**config.mk**
```make
export PLATFORM = sky130hd
export DESIGN_NAME = dlisru_act
export DESIGN_NICKNAME = d
export VERILOG_FILES = /design/src/design/dlisru_pkg.sv /design/src/design/dlisru_act.sv
export SDC_FILE = /design/constraint.sdc
export NUM_CORES = 2
export LEC_CHECK = 0
export BUFFER_PORTS_ARGS = -buffer_cell sky130_fd_sc_hd__buf_4
export CAP_MARGIN = 15
export CORE_UTILIZATION = 65
export CTS_BUF_LIST = sky130_fd_sc_hd__clkbuf_4 sky130_fd_sc_hd__clkbuf_8
export CTS_CLUSTER_SIZE = 40
export DETAILED_ROUTE_END_ITERATION = 10
export MAX_ROUTING_LAYER = met4
export PLACE_DENSITY_LB_ADDON = 0.12
export SYNTH_ARGS = -nofsm -noshare
export SYNTH_HDL_FRONTEND = slang
export SYNTH_SLANG_ARGS = --single-unit
```
**constraint.sdc**
```tcl
create_clock -name clk -period 4.2 [get_ports clk]
set_input_delay 0.42 -clock clk [delete_from_list [all_inputs] [get_ports clk]]
set_output_delay 0.42 -clock clk [all_outputs]
set_load 0.005 [all_outputs]
```
**src/design/dlisru_pkg.sv**
```systemverilog
package dlisru_pkg;

	localparam int ACC_W = 40;
	localparam int VAL_W = 16;

	typedef enum logic [1:0] {
		MODE_WEIGHT = 2'd0,
		MODE_BIAS   = 2'd1,
		MODE_ELEM   = 2'd2,
		MODE_NONE   = 2'd3
	} mode_t;

	typedef enum logic [1:0] {
		ST_ACCEPT,
		ST_SQRT,
		ST_DIV,
		ST_EMIT
	} state_t;

	localparam logic signed [ACC_W-1:0] ACC_MAX = {1'b0, {(ACC_W-1){1'b1}}};
	localparam logic signed [ACC_W-1:0] ACC_MIN = {1'b1, {(ACC_W-1){1'b0}}};

	// saturating add of two 40-bit values, summed in 41 bits, into 40 bits
	function automatic logic signed [ACC_W-1:0] sat_add(
		input logic signed [ACC_W-1:0] a,
		input logic signed [ACC_W-1:0] b
	);
		logic signed [ACC_W:0] s;
		begin
			s = {a[ACC_W-1], a} + {b[ACC_W-1], b};
			if (s[ACC_W] != s[ACC_W-1])
				sat_add = s[ACC_W] ? ACC_MIN : ACC_MAX;
			else
				sat_add = s[ACC_W-1:0];
		end
	endfunction

endpackage

```
**src/design/dlisru_act.sv**
```systemverilog
// ISRU on one z: bit-serial square root (25 steps), then restoring
// division (16 steps).
module dlisru_act (
	input  logic                                 clk,
	input  logic                                 arst_n,
	input  logic                                 start,
	input  logic signed [dlisru_pkg::ACC_W-1:0]  z,
	output logic                                 done,
	output logic signed [dlisru_pkg::VAL_W-1:0]  y
);
	logic        busy_q, phase_q, neg_q;
	logic [4:0]  cnt_q;
	logic [24:0] a_q;
	logic [49:0] rem_q;
	logic [49:0] root_q;
	logic [49:0] num_q;
	logic [15:0] quo_q;
	logic [40:0] drem_q;
	logic        done_q;
	logic [39:0] mag;
	logic [24:0] a_n;
	logic [49:0] rad_n;
	logic [49:0] trial, rem_sh;
	logic [40:0] dsh;

	always_comb begin
		mag = z[dlisru_pkg::ACC_W-1] ? 40'(-z) : 40'(z);
		if (mag > 40'h1_0000_0000) mag = 40'h1_0000_0000;
		a_n = mag[32:8];
		rad_n = a_n * a_n;
		rad_n = rad_n + 50'h1_0000_0000;
		rem_sh = {rem_q[47:0], num_q[49:48]};
		trial  = {root_q[47:0], 2'b01};
		dsh    = {drem_q[39:0], num_q[49]};
	end

	always_ff @(posedge clk or negedge arst_n) begin
		if (!arst_n) begin
			busy_q <= 1'b0;
			done_q <= 1'b0;
		end else begin
			done_q <= 1'b0;
			if (start) begin
				busy_q <= 1'b1;
			end else if (busy_q && phase_q && cnt_q == 5'd15) begin
				busy_q <= 1'b0;
				done_q <= 1'b1;
			end
		end
	end

	// num_q doubles as the radicand shift (sqrt) and dividend shift (div);
	// the dividend's upper bits a/2 are already below the root, so only its
	// low 16 bits are shifted in
	always_ff @(posedge clk) begin
		if (start) begin
			neg_q   <= z[dlisru_pkg::ACC_W-1];
			a_q     <= a_n;
			num_q   <= rad_n;
			rem_q   <= '0;
			root_q  <= '0;
			phase_q <= 1'b0;
			cnt_q   <= '0;
		end else if (busy_q && !phase_q) begin
			if (rem_sh >= trial) begin
				rem_q  <= rem_sh - trial;
				root_q <= {root_q[48:0], 1'b1};
			end else begin
				rem_q  <= rem_sh;
				root_q <= {root_q[48:0], 1'b0};
			end
			num_q <= {num_q[47:0], 2'b00};
			cnt_q <= cnt_q + 5'd1;
			if (cnt_q == 5'd24) begin
				phase_q <= 1'b1;
				cnt_q   <= '0;
				num_q   <= {a_q[0], 49'd0};
				drem_q  <= {17'd0, a_q[24:1]};
				quo_q   <= '0;
			end
		end else if (busy_q) begin
			if (dsh >= {16'd0, root_q[24:0]}) begin
				drem_q <= dsh - {16'd0, root_q[24:0]};
				quo_q  <= {quo_q[14:0], 1'b1};
			end else begin
				drem_q <= dsh;
				quo_q  <= {quo_q[14:0], 1'b0};
			end
			num_q <= {num_q[48:0], 1'b0};
			cnt_q <= cnt_q + 5'd1;
		end
	end

	assign done = done_q;
	assign y = neg_q ? -$signed({1'b0, quo_q[14:0]}) : $signed({1'b0, quo_q[14:0]});
endmodule

```
**Yosys cells after proc, flatten, opt, wreduce, memory -nomap -nowiden**

Index checks and enable logic that the tools add are counted.

- Multiply operators: 1
- Equality and inequality tests: 3
- $add $sub $neg: 6
- Muxes and demuxes: 24
- Magnitude comparators: 3
- Bitwise operators: 1
- Reductions and logical operators: 9

Operators by type and width:

| operator | count |
|---|---|
| $mux 40 | 5 |
| $mux 50 | 4 |
| $add 50x33->50 const B | 1 |
| $ge 50x50->1 | 1 |
| $mul 25x25->50 | 1 |
| $mux 48 | 1 |
| $sub 48x48->48 | 1 |
| $mux 15 | 3 |
| $ge 41x25->1 | 1 |
| $gt 40x33->1 const B | 1 |
| $neg 40->40 | 1 |
| $sub 40x25->40 | 1 |
| $mux 33 | 1 |
| $mux 16 | 1 |
| $neg 15->16 | 1 |
| $mux 5 | 3 |
| $mux 1 | 6 |
| $add 5x1->5 const B | 1 |
| $eq 5x4->1 const B | 1 |
| $eq 5x5->1 const B | 1 |
| $reduce_bool 2->1 | 2 |
| $logic_and 1x1->1 | 3 |
| $reduce_and 3->1 | 1 |
| $reduce_bool 3->1 | 1 |
| 4 further kinds | 4 |

- Logic and storage cells: 58
- Bits in registers: 235

**Depth between registers and ports, before layout**

- Depth in word-level cells: 7
- Gate-level depth with buffers: 38
- Depth with buffers taken out: 36

**Least setup slack after synthesis**

OpenSTA, ideal clock, no wires.

- Kind: input to register
- From: in z[4] (netlist bit)
- To: reg num_q[48] (data pin)
- Setup slack: -5.134 ns
- Data required time: 3.945 ns
- Cell stages on the path: 38
- Data arrival time: 9.079 ns
- Cell sequence: nor4_4 nand3b_2 or3_1 buf_2 nor4_4 mux2i_1 o211a_1 and2_1 buf_6 buf_8 nand2_2 inv_2 nand2_1 fa_1 inv_1 fa_1 inv_1 fa_1 (+2 left out) inv_1 fa_1 inv_1 fa_1 inv_1 fa_1 inv_1 ha_1 a21o_1 a21oi_1 o21ai_1 a221o_1 a221oi_1 a31oi_1 a21oi_1 nor2_1 or4_1 and3_1

- Cells in the longest elaborated chain, start to end: 7

RTL lines:

| what | line | RTL |
|---|---|---|
| start: declaration | dlisru_act.sv:7 | `input logic signed [dlisru_pkg::ACC_W-1:0] z,` |
| $neg 40->40 | dlisru_act.sv:27 | `mag = z[dlisru_pkg::ACC_W-1] ? 40'(-z) : 40'(z);` |
| $mux 40 (*) | dlisru_act.sv:27 |  |
| $gt 40x33->1 | dlisru_act.sv:28 | `if (mag > 40'h1_0000_0000) mag = 40'h1_0000_0000;` |
| $mux 33 (*) | dlisru_act.sv:28 |  |
| via mag[10] | dlisru_act.sv:20 | `logic [39:0] mag;` |
| $mul 25x25->50 (*) | dlisru_act.sv:30 | `rad_n = a_n * a_n;` |
| $add 50x33->50 (*) | dlisru_act.sv:31 | `rad_n = rad_n + 50'h1_0000_0000;` |
| $mux 50 (*) | dlisru_act.sv:56 | `if (start) begin` |
| end signal: assignment | dlisru_act.sv:59 | `num_q <= rad_n;` |
| end signal: assignment | dlisru_act.sv:72 | `num_q <= {num_q[47:0], 2'b00};` |
| end signal: assignment | dlisru_act.sv:77 | `num_q <= {a_q[0], 49'd0};` |
| end: declaration | dlisru_act.sv:16 | `logic [49:0] num_q;` |

Mark *: on every way through the listed nets, which the timed path passes. The rest lies on a longest branch.
A chain may end at the register's enable or synchronous reset.

**Worst setup path after layout**

- From: in z[3] (netlist bit)
- To: reg num_q[48] (data pin)

The elaborated chain is that of the path after synthesis.

==> results.json <==
{
  "layout_common_cells": "inv_1, buf_4, fa_1",
  "hold_violations": 0,
  "crit_path_top_delay_cell": "fa_2",
  "cts_buffers": 36,
  "fill_cells": 2780,
  "slowest_delay_ns": 0.58,
  "ff_latch_area_mm2": 0.00603,
  "gp_congestion": 1.11,
  "utilization_pct": 83.7,
  "peakVddDrop_v": 0.000631,
  "yosysSeqAreaShare_pct": 18.1,
  "fin_setup_tns_ns": -185.43,
  "dr.pass1.iters": 6,
  "violations": "setup timing",
  "grt_pass1_vias": 32600,
  "io_buffer_count": 59,
  "synthCells": 3808,
  "fin_nets": 5240,
  "clock_skew_ns": 0.0253,
  "grt.total_usage_pct": 45.4,
  "period_needed_ns": 9.15,
  "cp-start-kind": "input pin",
  "setup_violations": 46,
  "power_density_mw_per_mm2": 281,
  "die_w_um": 228,
  "slew_headroom_pct": 26.8,
  "yosys.cell_types.count": 88,
  "synth_area_mm2": 0.0333,
  "first_iter_violations": 3557,
  "synthFlopType": "edfxtp_1",
  "clk_path_buf_depth": 3,
  "grt_pass1_wl_mm": 177,
  "floorplan.rows": 82,
  "yosys_warnings": 0,
  "worst_setup_path_end_kind": "flop",
  "synth_edf_count": 131,
  "cap_violations": 0,
  "critical_path_arrival_ns": 9.47,
  "core_area_mm2": 0.0503,
  "fin_crit_sh_pct": 218,
  "grt.overflow.total": 0,
  "fin_hold_ws_ns": 0.168,
  "drc": 0,
  "required_ns": 4.52,
  "final-max-slew-violation-count": 0,
  "insertion_delay_ns": 0.58,
  "drive_gt1_share_pct": 25.4,
  "ys_ff_latch": 235,
  "start_util_pct": 66.2,
  "area_growth_pct": 26.5,
  "htreeDepth": 2,
  "ant_nets": 0,
  "antenna_found_initial": 6,
  "clock-sinks": 235,
  "die_y_um": 228,
  "hp-class": "input pin to async pin",
  "cts_tree": "built",
  "grt_max_degree": 172,
  "clkTransAtPathRegs_ns": 0.07,
  "wire_per_inst_um": 23.9,
  "tightest_slew_ns": 1.10,
  "avgSynthCellArea_um2": 8.73,
  "cts-root-buf": "clkbuf_8",
  "wl_mm": 123,
  "max_freq_mhz": 109,
  "drt-vias-per-instance": 6.23,
  "dp_hpwl_mm": 87.0,
  "mostFrequentLayoutCell": "inv_1",
  "vias": 32100,
  "multi_input_area_mm2": 0.0259,
  "pin_count": 60,
  "crit_path_frequent_cell": "fa_1",
  "synthArstFlopShare_pct": 0.851,
  "crit_fanout": 6,
  "rsz0062_at_grt": "yes",
  "p_leak_nw": 21.0,
  "status": "finished with violations",
  "worst_slack_ns": -4.95,
  "dieArea_mm2": 0.0521,
  "path_class": "input pin to flop"
}
Yosys cell counts (all sizes together) (81+ instances only):
| cell | instances | area (µm²) |
|---|---|---|
| edfxtp | 131 | 3930 |
| fa | 477 | 9550 |
| nand2 | 424 | 1680 |
| inv | 767 | 2880 |
| a21oi | 233 | 1170 |
| xnor2 | 110 | 963 |
| nor2 | 327 | 1230 |
| o21ai | 124 | 621 |
| ha | 279 | 3490 |
| dfxtp | 102 | 2040 |
| clkbuf | 102 | 383 |
| a21o | 81 | 608 |
per-layer routing:
metal | part of all wire (%) | global-route usage, % | vias to the layer above
li1 | - | - | 13500
met1 | 34 | 51.4 | 15400
met2 | 47 | 73.4 | 2239
met3 | 9.6 | 8.05 | 894
met4 | 9.5 | 31.4 | 0
met5 | 0 | - | -
path summary, 6_finish.rpt:
path                                  from    endpoint  slack (ns)  cells after the start
worst max register to register   num_q[49]  drem_q[28]        0.23                     13
max in group asynchronous           arst_n      busy_q        3.94                      2
worst min register to register  root_q[47]  root_q[47]        0.46                      2
worst min-delay path                arst_n        done        0.17                      2
worst max-delay path                  z[3]   num_q[48]       -4.95                     38
min in group clk                     start     a_q[10]        0.18                      1
flip-flops by register name (all words and copies together), names as in the netlist:
| register | cells |
|---|---|
| root_q | 48 |
| neg_q | 1 |
| done | 1 |
| rem_q | 48 |
| num_q | 50 |
| drem_q | 40 |
| a_q | 25 |
| phase_q | 1 |
| cnt_q | 5 |
| quo_q | 15 |
| busy_q | 1 |
area by class of cell:
type | instances | share of cell area [%]
tap | 672 | 2.00
antenna | 9 | 0.0535
multi-input combinational | 2717 | 61.5
clock inverter | 12 | 0.333
timing repair buffer | 682 | 13.2
clock buffer | 54 | 1.56
inverter | 769 | 7.05
sequential | 235 | 14.3
logic make-up after synthesis:
kind of cell / Yosys count / synth area share (%)
simple gates: 1041 / 14.2
compound gates: 685 / 13.0
flops: 235 / 18.1
fa+ha+maj: 756 / 39.2
buf+inv: 895 / 10.3
mux: 18 / 0.553
other cells: 2 / 0.0226
xor+xnor: 176 / 4.66
power breakdown:
| group | switching, mW | total (mW) | internal [mW] |
|---|---|---|---|
| clock | 1.00 | 2.19 | 1.19 |
| sequential | 0.219 | 2.95 | 2.73 |
| combinational | 3.87 | 6.68 | 2.81 |
metrics by stage:
step	area (µm²)	setup WS (ns)	total power [mW]	std cells
after detailed placement	39100	-5.63	8.97	5004
after global placement	39100	-5.35	8.75	5003
after global routing	42100	-5.12	12.4	5149
after floorplan	34100	-4.61	7.16	3846
after CTS	41200	-4.60	11.3	5108
final	42100	-4.95	11.8	5150
critical path, delay by kind of cell:
family	cells	cell delay, ns
adder cells (fa/ha/maj)	8	3.84
AND/OR/NAND/NOR	10	2.27
AO/OA/AOI/OAI	8	1.81
buffers and inverters	11	0.84
multiplexers	1	0.25
what timing repair did:
item | 4_1_cts | 5_1_grt
pin swaps | 118 | 132
buffers inserted | 41 | 40
endpoints found under the hold margin | 2 | 0
resized for setup | 244 | 156
endpoints found under the setup margin | 46 | 50
hold buffers | 1 | 0
cloned | 1 | 0
Power figures use the tool's default switching activity.
