## config.mk

```make
export PLATFORM = sky130hd
export DESIGN_NAME = dlisru_cell
export DESIGN_NICKNAME = d
export VERILOG_FILES = /design/src/design/dlisru_pkg.sv /design/src/design/dlisru_cell.sv
export SDC_FILE = /design/constraint.sdc
export NUM_CORES = 1
export LEC_CHECK = 0
export BUFFER_PORTS_ARGS = -buffer_cell sky130_fd_sc_hd__buf_2
export CAP_MARGIN = 5
export CELL_PAD_IN_SITES_DETAIL_PLACEMENT = 1
export CELL_PAD_IN_SITES_GLOBAL_PLACEMENT = 1
export CORE_ASPECT_RATIO = 1.4
export CORE_MARGIN = 2
export CORE_UTILIZATION = 30
export CTS_CLUSTER_SIZE = 40
export DETAILED_ROUTE_END_ITERATION = 10
export HOLD_SLACK_MARGIN = 0.02
export PLACE_DENSITY = 0.57
export RECOVER_POWER = 25
export SLEW_MARGIN = 40
export SYNTH_ARGS = -nofsm -noshare
export SYNTH_HDL_FRONTEND = slang
export SYNTH_SLANG_ARGS = --single-unit
```

## constraint.sdc

```tcl
create_clock -name clk -period 22.4 [get_ports clk]
set_clock_uncertainty 0.05 [all_clocks]
set_input_delay 0 -clock clk [delete_from_list [all_inputs] [get_ports clk]]
set_output_delay 0 -clock clk [all_outputs]
set_load 0.05 [all_outputs]
```

## src/design/dlisru_pkg.sv

```systemverilog
package dlisru_pkg;

	localparam int ACC_W = 40;
	localparam int VAL_W = 16;

	typedef enum logic [1:0] {
		MODE_WEIGHT = 2'd0,
		MODE_BIAS   = 2'd1,
		MODE_ELEM   = 2'd2,
		MODE_NONE   = 2'd3
	} mode_t;

	typedef enum logic [1:0] {
		ST_ACCEPT,
		ST_SQRT,
		ST_DIV,
		ST_EMIT
	} state_t;

	localparam logic signed [ACC_W-1:0] ACC_MAX = {1'b0, {(ACC_W-1){1'b1}}};
	localparam logic signed [ACC_W-1:0] ACC_MIN = {1'b1, {(ACC_W-1){1'b0}}};

	// saturating add of two 40-bit values, summed in 41 bits, into 40 bits
	function automatic logic signed [ACC_W-1:0] sat_add(
		input logic signed [ACC_W-1:0] a,
		input logic signed [ACC_W-1:0] b
	);
		logic signed [ACC_W:0] s;
		begin
			s = {a[ACC_W-1], a} + {b[ACC_W-1], b};
			if (s[ACC_W] != s[ACC_W-1])
				sat_add = s[ACC_W] ? ACC_MIN : ACC_MAX;
			else
				sat_add = s[ACC_W-1:0];
		end
	endfunction

endpackage

```

## src/design/dlisru_cell.sv

```systemverilog
// One row of the layer: holds its weights, bias and accumulator. During
// readout the cells form a shift chain toward cell 0.
module dlisru_cell #(
	parameter int IN_DIM = 16,
	parameter int COL_W  = 4
) (
	input  logic                                  clk,
	input  logic                                  arst_n,
	input  logic                                  wr_weight,
	input  logic                                  wr_bias,
	input  logic                                  elem_en,
	input  logic [COL_W-1:0]                      col,
	input  logic signed [dlisru_pkg::VAL_W-1:0]   value,
	input  logic                                  load,
	input  logic                                  shift,
	input  logic signed [dlisru_pkg::ACC_W-1:0]   z_in,
	output logic signed [dlisru_pkg::ACC_W-1:0]   z_out
);
	logic signed [dlisru_pkg::VAL_W-1:0] weight_q [IN_DIM];
	logic signed [dlisru_pkg::VAL_W-1:0] bias_q;
	logic signed [dlisru_pkg::ACC_W-1:0] acc_q;
	logic signed [dlisru_pkg::ACC_W-1:0] z_q;
	logic signed [2*dlisru_pkg::VAL_W-1:0] prod;
	logic signed [dlisru_pkg::ACC_W-1:0] prod_ext;
	logic signed [dlisru_pkg::ACC_W-1:0] acc_sum;
	logic signed [dlisru_pkg::ACC_W-1:0] bias_ext;

	assign prod     = weight_q[col] * value;
	assign prod_ext = {{(dlisru_pkg::ACC_W-2*dlisru_pkg::VAL_W){prod[2*dlisru_pkg::VAL_W-1]}},
		prod};
	// the last element of a vector still adds its product before z is formed
	assign acc_sum  = elem_en ? dlisru_pkg::sat_add(acc_q, prod_ext) : acc_q;
	assign bias_ext = {{(dlisru_pkg::ACC_W-dlisru_pkg::VAL_W-12){bias_q[dlisru_pkg::VAL_W-1]}},
		bias_q, 12'd0};
	assign z_out    = z_q;

	always_ff @(posedge clk) begin
		if (wr_weight) weight_q[col] <= value;
		if (wr_bias) bias_q <= value;
		if (load) z_q <= dlisru_pkg::sat_add(acc_sum, bias_ext);
		else if (shift) z_q <= z_in;
	end

	always_ff @(posedge clk or negedge arst_n) begin
		if (!arst_n) begin
			acc_q <= '0;
		end else if (load) begin
			acc_q <= '0;
		end else if (elem_en) begin
			acc_q <= acc_sum;
		end
	end
endmodule

```

---- After elaboration in Yosys (flattened, before gate mapping) ----
Memories as Yosys holds them, arrays and structs flattened.
Cells that the tools add are included.
storage, ports and cells
  register bits ........................... 96
  memory bits (writable) .................. 256
  memories ................................ 1
operators by class
  $add $sub $neg .......................... 2
  $mul .................................... 1
  eq/ne operators ......................... 2
  mux-type cells .......................... 11
  reductions and logical operators ........ 2
memories
  name      depth  width  read ports  clocked after memory_dff  write ports  line               text
  weight_q  16     16     1           0                         1            dlisru_cell.sv:19  logic signed [dlisru_pkg::VAL_W-1:0] weight_q [IN_DIM];
operator list
  kind                number
  $mux W40            9
  $add A40 B28 Y41    1
  $add A40 B32 Y41    1
  $mul A16 B16 Y32    1
  $reduce_bool A2 Y1  2
  $mux W1             2
  $ne A1 B1 Y1        2

---- Longest topological paths before layout ----
Gate-level depths: netlist of run 1.
An unclocked memory read counts as a cell.
  depth after elaboration ................. 10
  gate-level depth with buffers ........... 45
  depth with buffers taken out ............ 39

---- Worst setup path after synthesis of run 1 ----
Ideal clock, no wire load.
  path kind ............................... input to register
  start ................................... input col[0]
  end ..................................... register z_q (netlist bit z_out[11]), data pin
  data arrival time ....................... 10578 ps
  slack ................................... 11507 ps
  stages on the path ...................... 41
  cells stage by stage .................... clkbuf_1 > clkbuf_1 > mux4_2 > mux4_2 > clkbuf_1 > nand2_1 > fa_1 > inv_1 > fa_1 > inv_1 > fa_1 > fa_1 > inv_1 > fa_1 > inv_1 > fa_1 > inv_1 > ha_1 > [5 not listed] > nor3_2 > buf_6 > buf_6 > o211ai_1 > nand3_1 > ha_1 > fa_1 > a21o_1 > a21o_1 > a31oi_1 > o21bai_1 > nor2_1 > o21ai_1 > a311oi_1 > o211ai_1 > nor2_1 > buf_2 > o22ai_1
on the way
  word-level cells in the longest chain between the ends .. 10
RTL lines
  what                                      line                                text
  start: declaration                        dlisru_cell.sv:12                   input logic [COL_W-1:0] col,
  $mem_v2 Z16 W16 (*)                       n/a
  $mul A16 B16 Y32 (*)                      dlisru_cell.sv:28                   assign prod = weight_q[col] * value;
  $add A40 B32 Y41 (*)                      dlisru_pkg.sv:30                    s = {a[ACC_W-1], a} + {b[ACC_W-1], b};
  $mux W40 or $ne A1 B1 Y1 (tied branches)  dlisru_pkg.sv:32, dlisru_pkg.sv:31
  $mux W40 (*)                              dlisru_pkg.sv:31                    if (s[ACC_W] != s[ACC_W-1])
  $mux W40 (*)                              dlisru_cell.sv:32                   assign acc_sum = elem_en ? dlisru_pkg::sat_add(acc_q, prod_ext) : acc_q;
  $add A40 B28 Y41 (*)                      dlisru_pkg.sv:30
  $mux W40 or $ne A1 B1 Y1 (tied branches)  dlisru_pkg.sv:32, dlisru_pkg.sv:31
  $mux W40 (*)                              dlisru_pkg.sv:31
  $mux W40 (*)                              dlisru_cell.sv:40                   if (load) z_q <= dlisru_pkg::sat_add(acc_sum, bias_ext);
  end signal: assignment                    dlisru_cell.sv:40
  end signal: assignment                    dlisru_cell.sv:41                   else if (shift) z_q <= z_in;
  end: declaration                          dlisru_cell.sv:22                   logic signed [dlisru_pkg::ACC_W-1:0] z_q;
Mark *: on every way between the ends. The rest lies on a longest branch, timed or not.
A chain may end at the register's enable or synchronous reset.

---- Worst setup path after layout of run 1 ----
  start ................................... memory weight_q[10][15] (netlist bit)
  end ..................................... register z_q (netlist bit z_out[21]), data pin
on the way
  word-level cells in the longest chain between the ends .. 10
RTL lines
  what                                      line
  start: declaration                        dlisru_cell.sv:19
  $mem_v2 Z16 W16 (*)                       n/a
  $mul A16 B16 Y32 (*)                      dlisru_cell.sv:28
  $add A40 B32 Y41 (*)                      dlisru_pkg.sv:30
  $mux W40 or $ne A1 B1 Y1 (tied branches)  dlisru_pkg.sv:32, dlisru_pkg.sv:31
  $mux W40 (*)                              dlisru_pkg.sv:31
  $mux W40 (*)                              dlisru_cell.sv:32
  $add A40 B28 Y41 (*)                      dlisru_pkg.sv:30
  $mux W40 or $ne A1 B1 Y1 (tied branches)  dlisru_pkg.sv:32, dlisru_pkg.sv:31
  $mux W40 (*)                              dlisru_pkg.sv:31
  $mux W40 (*)                              dlisru_cell.sv:40
Marked as above.

==> results of run 1 <==
==> routing by layer <==
metal / vias up / wire length [um] / GRT usage, %
li1: 8182 / - / -
met1: 9581 / 31900 / 20.3
met2: 308 / 42500 / 31.6
met3: 137 / 2260 / 1.91
met4: 0 / 2590 / 5.47
met5: - / 0 / 0
==> final cells by class <==
class / count / area share (%)
multi-input combinational: 1498 / 49.5
inverter: 426 / 4.99
tap: 1215 / 4.74
sequential: 352 / 32.3
clock inverter: 24 / 0.874
clock buffer: 48 / 3.21
timing repair buffer: 199 / 4.32
==> what timing repair did <==
item,CTS,global route
hold buffers,57,2
resized for setup,0,0
buffers inserted,0,0
hold endpoints to repair,277,22
==> cell families (layout without fill, tap and decap cells) <==
group           after synthesis  in the layout
xor+xnor                     61             61
fa+ha+maj                   497            497
compound gates              313            313
mux                          95             95
buf+inv                     522            697
flops                       352            352
simple gates                532            532
==> worst register-to-register path: cells and delay by family (launching register included) <==
family,cells,cell delay (ns)
flops,1,0.41
fa+ha+maj,8,3.89
mux,3,1.47
compound gates,13,2.70
buf+inv,7,1.33
simple gates,6,2.08
==> state kept, by name, summed over array words and instances, names as in the netlist <==
signal    cells
acc_q        40
bias_q       16
weight_q    256
z_out        40
==> cells in the mapped netlist, types with 16 or more instances <==
master / number / area, um2
sky130_fd_sc_hd__inv_1: 425 / 1600
sky130_fd_sc_hd__fa_1: 335 / 6710
sky130_fd_sc_hd__edfxtp_1: 312 / 9370
sky130_fd_sc_hd__nand2_1: 188 / 706
sky130_fd_sc_hd__ha_1: 146 / 1830
sky130_fd_sc_hd__and2_1: 128 / 801
sky130_fd_sc_hd__a21oi_1: 121 / 606
sky130_fd_sc_hd__nor2_1: 117 / 439
sky130_fd_sc_hd__mux4_2: 80 / 1800
sky130_fd_sc_hd__clkbuf_1: 75 / 282
sky130_fd_sc_hd__a21o_1: 42 / 315
sky130_fd_sc_hd__dfrtp_1: 40 / 1000
sky130_fd_sc_hd__xnor2_1: 39 / 342
sky130_fd_sc_hd__o21ai_0: 31 / 155
sky130_fd_sc_hd__xor2_1: 22 / 193
sky130_fd_sc_hd__a211oi_1: 18 / 135
sky130_fd_sc_hd__nand3_1: 17 / 85.1
sky130_fd_sc_hd__o21ai_1: 16 / 80.1
==> metrics by stage <==
stage / area (um2) / utilization [%] / std cells / setup WS (ns) / hold slack, ns
floorplan: 28200 / - / 2372 / 11.51 / -0.346
global placement: 30100 / 32.2 / 3622 / 9.76 / 0.174
detailed placement: 30200 / 32.3 / 3630 / 9.77 / -0.0106
CTS: 32100 / 34.3 / 3759 / 10.07 / 0.0202
global route: 32100 / 34.3 / 3762 / 9.38 / 0.0871
finish: 32100 / 34.3 / 3762 / 10.22 / 0.0961
==> worst min-delay path by stage <==
stage               startpoint                         to  cells after the start  slack, ns
finish                 elem_en       acc_q[0]$_DFFE_PN0P_                      4        0.1
global route           elem_en       acc_q[2]$_DFFE_PN0P_                      4       0.09
CTS                  value[11]  weight_q[4][11]$_DFFE_PP_                      1       0.02
detailed placement      arst_n       acc_q[0]$_DFFE_PN0P_                      1      -0.01
global placement        arst_n       acc_q[1]$_DFFE_PN0P_                      1       0.17
floorplan               arst_n       acc_q[0]$_DFFE_PN0P_                      0      -0.35
==> results.md, run 1 <==
* Run status: finished with violations
* Violations in the final reports: capacitance limit, slew limit
* Filler cells at 10200
* Standard cell with the maximum stage delay on the critical path: sky130_fd_sc_hd__fa_1
* Cell count after synthesis at 2372
* Via count at 18200
* GRT Total Usage at 17.0%
* Core Region at 93500 um2
* Final GP Congestion at 0.823
* Syn-to-layout area delta at 13.7%
* Max Slew Vio Count at 313
* Count of buffer and inverter cells on the critical path at 7
* Maximum frequency from static timing analysis at 82.1 MHz
* Overall die height at 367 um
* Via count of the first global-routing pass at 21000
* I/O pins at 107
* Critical register-to-register path startpoint: weight_q[10][15]$_DFFE_PP_
* Final critical-path share of the clock period at 54.4%
* DRT Wirelength at 79200 um
* Ys async rst share at 11.4%
* Largest family of logic cells by synthesized area: adder cells
* Startpoint type of the worst setup path: register
* Count of synthesis-stage warnings from yosys at 0
* Shortest clock period the worst path allows after layout at 12.18 ns
* HPWL after detailed placement at 59900 um
* Largest buffer count on any clock path at 3
* Layout cell share with drive strength beyond 1 at 12.6%
* Unrepaired setup endpoints after global routing: false
* Cell at the root of the clock tree: sky130_fd_sc_hd__clkbuf_16
* DIE AREA at 96500 um2
* Critical path class: reg2reg
* Capturing element of the worst setup path: z_out[21]$_DFFE_PP_
* Most used DFF post-synth: sky130_fd_sc_hd__edfxtp_1
* Post-detailed-route via-to-cell ratio at 4.84
* Number of max-cap violations at 9
* Count of input and output buffers at 106
* Clock tree from TritonCTS: yes
* Number of cells on the critical path at 37
* Most common cell after layout, fill and taps aside: sky130_fd_sc_hd__inv_1
* Mux cell area share after synthesis at 7.10%
* Global-route wire length before repair at 126000 um
* Capture instance of the worst register-to-register path: z_out[21]$_DFFE_PP_
* Clock latency at the later pin of the worst-skew pair at 0.58 ns
* Number of nets still failing antenna checks after routing at 0
* Slew HR at -63.3%
* Die X at 263 um
* Number of nets in the layout at 3064
* Setup slack, reg-to-reg at 10.22 ns
* CTS H-tree depth at 2
* Antenna violations before repair at 3
* Total CTS buffers at 39
* Number of cell rows at 133
* Measured slew at the worst slew-check pin at 2.45 ns
* EDFF count, synth at 312
* Area used by multi-input combinational logic at 15900 um2
* Effective utilization at floorplan at 30.2%
* Synthesized-area fraction occupied by ao, oa, aoi and oai cells at 7.14%
* Post-synthesis sequential area ratio at 36.8%
* Commonest cells after routing, fill and taps aside: 423 x sky130_fd_sc_hd__inv_1, 335 x sky130_fd_sc_hd__fa_1, 312 x sky130_fd_sc_hd__edfxtp_1
* Basic-gate share of the synthesized area counting and, or, nand and nor cells at 9.11%
* Largest fanout of any net on the critical path at 26
* Number of iterations in the first detailed-routing pass at 5
* Grt ovf at 0
* DRC violations left at 0
* Inserted Diodes at 0
* Post-detailed-route wirelength per cell at 21.1 um
* Start point of the critical path: weight_q[10][15]$_DFFE_PP_
* Maximum number of pins on one net before global-route repair at 89
* Count of unique library cells instantiated by Yosys at 75
* CP peak stage delay at 0.78 ns
* Cell area after technology mapping at 28200 um2
* Starting DRT DRC Count at 875
* CP Capture Type: register
* Total negative slack at 0 ns
* Fin. Hold Viols at 0
* Reg clk slew, reported paths at 0.07 ns
* Setup violators final at 0
* Post-synthesis average cell area at 11.9 um2
* Synth Area in XOR/XNOR at 1.89%
* Register area at 10400 um2
* Depth of the worst register-to-register path at 37
* CP arrival at 12.44 ns
* Worst min-delay path class: in2reg
* Kind of cell adding the most delay to the critical path: adder cells
* Critical Path Most Common Cell: sky130_fd_sc_hd__fa_1
* Share of synthesized cell area in full adder, half adder and majority cells at 30.9%
* Data required time of the worst path at 22.66 ns
* Number of sinks driven by the clock tree at 352
* Syn nets at 2920
* Number of synthesized register bits at 352
Power of run 1 is not shown: default switching activity piles up to over one toggle a cycle in this logic, so the estimate is an artifact.
==> inputs of run 2 (changes only) <==
==> constraint.sdc (replaced) <==
create_clock -name clk -period 11.6 [get_ports clk]
set_clock_uncertainty 0.05 [all_clocks]
set_input_delay 0 -clock clk [delete_from_list [all_inputs] [get_ports clk]]
set_output_delay 0 -clock clk [all_outputs]
set_load 0.05 [all_outputs]
==> run 2 against run 1 <==
  * The run still ends with capacitance limit, slew limit left
  * Final area grew 0.45%
  * Global-route usage rose by 0.29 points
  * Utilization is 0.15 points higher
  * Cell count up 0.61%
  * Flip-flop and latch count stayed put
  * Highest routed layer unchanged
==> results.md, run 2 (synthesized netlist as in run 1, its figures left out) <==
* Clock latency at the later pin of the worst-skew pair at 0.59 ns
* Violations in the final reports: capacitance limit, slew limit
* Startpoint type of the worst setup path: register
* Core Region at 93500 um2
* Largest register FFs at 256
* Standard cell with the maximum stage delay on the critical path: sky130_fd_sc_hd__fa_1
* Maximum number of pins on one net before global-route repair at 89
* Overall die height at 367 um
* Grt ovf at 0
* Number of max-cap violations at 7
* CP arrival at 11.22 ns
* Number of nets in the layout at 3090
* Critical path class: reg2reg
* Die X at 263 um
* Layout cell share with drive strength beyond 1 at 13.4%
* I/O pins at 107
* Largest fanout of any net on the critical path at 21
* Global-route wire length before repair at 128000 um
* DRC violations left at 0
* Run status: finished with violations
* Setup violators final at 0
* Via count at 18200
* Largest buffer count on any clock path at 3
* Post-detailed-route via-to-cell ratio at 4.80
* Reg clk slew, reported paths at 0.06 ns
* GRT Total Usage at 17.3%
* Post-detailed-route wirelength per cell at 21.4 um
* Maximum frequency from static timing analysis at 91.2 MHz
* Number of cell rows at 133
* Effective utilization at floorplan at 30.2%
* Worst min-delay path class: in2reg
* Data required time of the worst path at 11.86 ns
* Max Slew Vio Count at 235
* Commonest cells after routing, fill and taps aside: 424 x sky130_fd_sc_hd__inv_1, 335 x sky130_fd_sc_hd__fa_1, 312 x sky130_fd_sc_hd__edfxtp_1
* Total CTS buffers at 39
* Number of nets still failing antenna checks after routing at 0
* DIE AREA at 96500 um2
* Number of sinks driven by the clock tree at 352
* Shortest clock period the worst path allows after layout at 10.97 ns
* Final GP Congestion at 0.842
* Number of iterations in the first detailed-routing pass at 5
* Fin. Hold Viols at 0
* Cell at the root of the clock tree: sky130_fd_sc_hd__clkbuf_16
* Clock tree from TritonCTS: yes
* CTS H-tree depth at 2
* Count of buffer and inverter cells on the critical path at 9
* Syn-to-layout area delta at 14.2%
* Antenna violations before repair at 1
* Most common cell after layout, fill and taps aside: sky130_fd_sc_hd__inv_1
* Register with the most flip-flops: weight_q
* Measured slew at the worst slew-check pin at 2.35 ns
* CP peak stage delay at 0.67 ns
* Kind of cell adding the most delay to the critical path: adder cells
* DRT Wirelength at 81100 um
* Final critical-path share of the clock period at 94.5%
* Slew HR at -56.6%
* HPWL after detailed placement at 62800 um
* Critical Path Most Common Cell: sky130_fd_sc_hd__fa_1
* CP Capture Type: register
* Starting DRT DRC Count at 918
* Worst hold slack at 0.135 ns
* Via count of the first global-routing pass at 21200
* Count of input and output buffers at 106
run 2: final cells by class:
class	instances	area (um2)
fillers	10200	61300
multi-input cells	1498	15900
flip-flops and latches	352	10400
repair buffers	225	1610
inverters	426	1600
well taps	1215	1520
clock buffers	51	1060
clock inverters	17	159
diodes	1	2.50
run 2: final timing paths:
kind                                                start                     to  slack, ns  cells after the start
min in group asynchronous                          arst_n  acc_q[34]$_DFFE_PN0P_       1.32                      4
worst max register to register  weight_q[6][15]$_DFFE_PP_    z_out[23]$_DFFE_PP_       0.63                     39
worst max-delay path            weight_q[6][15]$_DFFE_PP_    z_out[23]$_DFFE_PP_       0.63                     39
max in group asynchronous                          arst_n   acc_q[8]$_DFFE_PN0P_       8.79                      4
worst min-delay path                                shift    z_out[35]$_DFFE_PP_       0.14                      2
worst min register to register       acc_q[0]$_DFFE_PN0P_   acc_q[0]$_DFFE_PN0P_       0.54                      2
run 2: through the flow:
stage               area, um2  worst slack [ns]  utilization, %  TNS [ns]  instances
global route            32200          -0.00841            34.4   -0.0114       3784
floorplan               28200             0.707               -         0       2372
CTS                     32200             0.225            34.4         0       3778
finish                  32200             0.633            34.4         0       3785
detailed placement      30400             0.177            32.5         0       3655
global placement        30400             0.390            32.5         0       3651
run 2: repair_timing:
| action | in CTS | in global routing |
|---|---|---|
| hold buffers | 55 | 2 |
| setup endpoints to repair | 0 | 39 |
| endpoints found under the hold margin | 204 | 21 |
| gates resized for setup | 0 | 1 |
| setup buffers | 0 | 4 |
run 2: per-layer routing:
metal	up-vias	global-route usage (%)	part of all wire, %	routed length (um)
met2	256	33.8	56	45500
met3	90	1.76	2.5	2030
met1	9595	20.1	40	32100
met5	-	0	0	0
li1	8239	-	-	-
met4	0	3.74	1.8	1480
Power of run 2 is left out for the same reason.
==> inputs of run 3 (changes only) <==
--- a/config.mk
+++ b/config.mk
@@ -7,15 +7,16 @@
 export LEC_CHECK = 0
 export BUFFER_PORTS_ARGS = -buffer_cell sky130_fd_sc_hd__buf_2
 export CAP_MARGIN = 5
-export CELL_PAD_IN_SITES_DETAIL_PLACEMENT = 1
+export CELL_PAD_IN_SITES_DETAIL_PLACEMENT = 0
 export CELL_PAD_IN_SITES_GLOBAL_PLACEMENT = 1
 export CORE_ASPECT_RATIO = 1.4
 export CORE_MARGIN = 2
-export CORE_UTILIZATION = 30
+export CORE_UTILIZATION = 50
+export CTS_BUF_LIST = sky130_fd_sc_hd__clkbuf_8 sky130_fd_sc_hd__clkbuf_16
 export CTS_CLUSTER_SIZE = 40
 export DETAILED_ROUTE_END_ITERATION = 10
 export HOLD_SLACK_MARGIN = 0.02
-export PLACE_DENSITY = 0.57
+export PLACE_DENSITY = 0.84
 export RECOVER_POWER = 25
 export SLEW_MARGIN = 40
 export SYNTH_ARGS = -nofsm -noshare
==> run 3 against run 2 <==
  * The run still ends with capacitance limit, slew limit left
  * Global-route usage increased by 8.3 points
  * Non-clock buffer count is 12 lower
  * Critical path depth is 3 lower
  * Final area is 2.6% lower
  * Fmax barely moved
  * Wire length down 13%
==> results.md, run 3 (synthesized netlist as in run 1, its figures left out) <==
* Run status: finished with violations
* Violations in the final reports: capacitance limit, slew limit
* Worst setup slack after placement at 0.342 ns
* Final critical-path share of the clock period at 94.5%
* DIE AREA at 58400 um2
* Number of sinks driven by the clock tree at 352
* I/O pins at 107
* Global-route wire length before repair at 114000 um
* Number of cell rows at 103
* Largest buffer count on any clock path at 3
* Post-detailed-route wirelength per cell at 21.6 um
* Fin. Hold Viols at 0
* Worst min-delay path class: in2reg
* GRT Total Usage at 25.6%
* Setup slack, reg-to-reg at 0.64 ns
* Total CTS buffers at 34
* Most common cell after layout, fill and taps aside: sky130_fd_sc_hd__inv_1
* Shortest clock period the worst path allows after layout at 10.96 ns
* Data required time of the worst path at 11.84 ns
* Register with the most flip-flops: weight_q
* Via count at 18400
* Core Region at 56100 um2
* CP peak stage delay at 0.62 ns
* CTS H-tree depth at 2
* Overall die height at 285 um
* Clock latency at the later pin of the worst-skew pair at 0.55 ns
* Clock tree from TritonCTS: yes
* Largest fanout of any net on the critical path at 28
* Measured slew at the worst slew-check pin at 2.37 ns
* Depth of the worst register-to-register path at 36
* Number of max-cap violations at 8
* CP arrival at 11.20 ns
* Setup slack after layout at 0.636 ns
* Layout cell share with drive strength beyond 1 at 13.2%
* Effective utilization at floorplan at 50.3%
* Number of iterations in the first detailed-routing pass at 6
* Startpoint type of the worst setup path: register
* HPWL after detailed placement at 53000 um
* Starting DRT DRC Count at 1198
* Count of input and output buffers at 106
* Final GP Congestion at 0.925
* Critical path class: reg2reg
* Number of nets in the layout at 3073
* Post-detailed-route via-to-cell ratio at 5.61
* Reg clk slew, reported paths at 0.06 ns
* Standard cell with the maximum stage delay on the critical path: sky130_fd_sc_hd__mux4_2
* Syn-to-layout area delta at 11.3%
* Largest register FFs at 256
* Number of nets still failing antenna checks after routing at 0
* Cell at the root of the clock tree: sky130_fd_sc_hd__clkbuf_16
* Maximum frequency from static timing analysis at 91.2 MHz
* Max Slew Vio Count at 273
* DRC violations left at 0
* Die X at 205 um
* Slew HR at -57.7%
* Via count of the first global-routing pass at 20300
* Grt ovf at 0
* CP Capture Type: register
* Total negative slack at 0 ns
* Cells on Worst Hold Path at 3
* Unrepaired setup endpoints after global routing: false
* Setup violators final at 0
* Commonest cells after routing, fill and taps aside: 433 x sky130_fd_sc_hd__inv_1, 334 x sky130_fd_sc_hd__fa_1, 312 x sky130_fd_sc_hd__edfxtp_1
* Maximum number of pins on one net before global-route repair at 89
* Inserted Diodes at 0
* Antenna violations before repair at 0
* DRT Wirelength at 70900 um
[run 3: changes by cell type in the layout (fill, tap and decap cells not counted), moves of 3 or more]
cell / change
sky130_fd_sc_hd__clkbuf_16: -5
sky130_fd_sc_hd__nor2_4: +11
sky130_fd_sc_hd__inv_1: +9
sky130_fd_sc_hd__nor2_2: -4
sky130_fd_sc_hd__buf_4: -4
sky130_fd_sc_hd__clkbuf_1: -10
sky130_fd_sc_hd__nor3_4: -3
sky130_fd_sc_hd__nor3_2: +4
sky130_fd_sc_hd__dlygate4sd3_1: -4
sky130_fd_sc_hd__nor2_1: -7
[run 3: layer usage]
layer	wire, um	GRT usage, %	part of all wire, %
met3	3020	2.53	4.3
met2	38800	47.2	55
met4	2690	9.49	3.8
met1	26300	30.9	37
met5	0	0	0
[run 3: worst paths after layout]
kind                                          start                    end
hold / removal                                 load   acc_q[7]$_DFFE_PN0P_
setup reg to reg           weight_q[7][6]$_DFFE_PP_     z_out[5]$_DFFE_PP_
hold reg to reg                acc_q[7]$_DFFE_PN0P_   acc_q[7]$_DFFE_PN0P_
max in group asynchronous                    arst_n   acc_q[0]$_DFFE_PN0P_
setup / recovery           weight_q[7][6]$_DFFE_PP_     z_out[5]$_DFFE_PP_
min in group asynchronous                    arst_n  acc_q[35]$_DFFE_PN0P_
[run 3: critical path: cells and delay by family, from the launching register on]
family	cells	cell delay, ns
buf+inv	7	0.50
simple gates	5	1.27
flops	1	0.43
mux	3	1.42
compound gates	12	3.15
fa+ha+maj	9	3.87
[run 3: layout make-up]
class	count	area [um2]
Tap cell	735	920
Sequential cell	352	10400
Timing Repair Buffer	213	1490
Fill cell	4654	24700
Inverter	426	1600
Multi-Input combinational cell	1498	16000
Clock inverter	26	173
Clock buffer	35	876
[run 3: through the flow]
step / instance area, um2 / util (%) / hold slack, ns / instances
floorplan: 28200 / - / -0.346 / 2372
global placement: 29700 / 53.1 / 0.187 / 3170
detailed placement: 29800 / 53.2 / -0.00235 / 3170
CTS: 31400 / 56.0 / 0.0216 / 3284
global route: 31400 / 56.0 / 0.0264 / 3285
finish: 31400 / 56.0 / 0.0167 / 3285
[run 3: repair_timing]
| item | in CTS | in global routing |
|---|---|---|
| endpoints found under the setup margin | 0 | 39 |
| hold buffers | 53 | 0 |
| hold endpoints to repair | 166 | 0 |
| buffers inserted | 0 | 1 |
| gates resized for setup | 0 | 4 |
Power of run 3 is left out for the same reason.
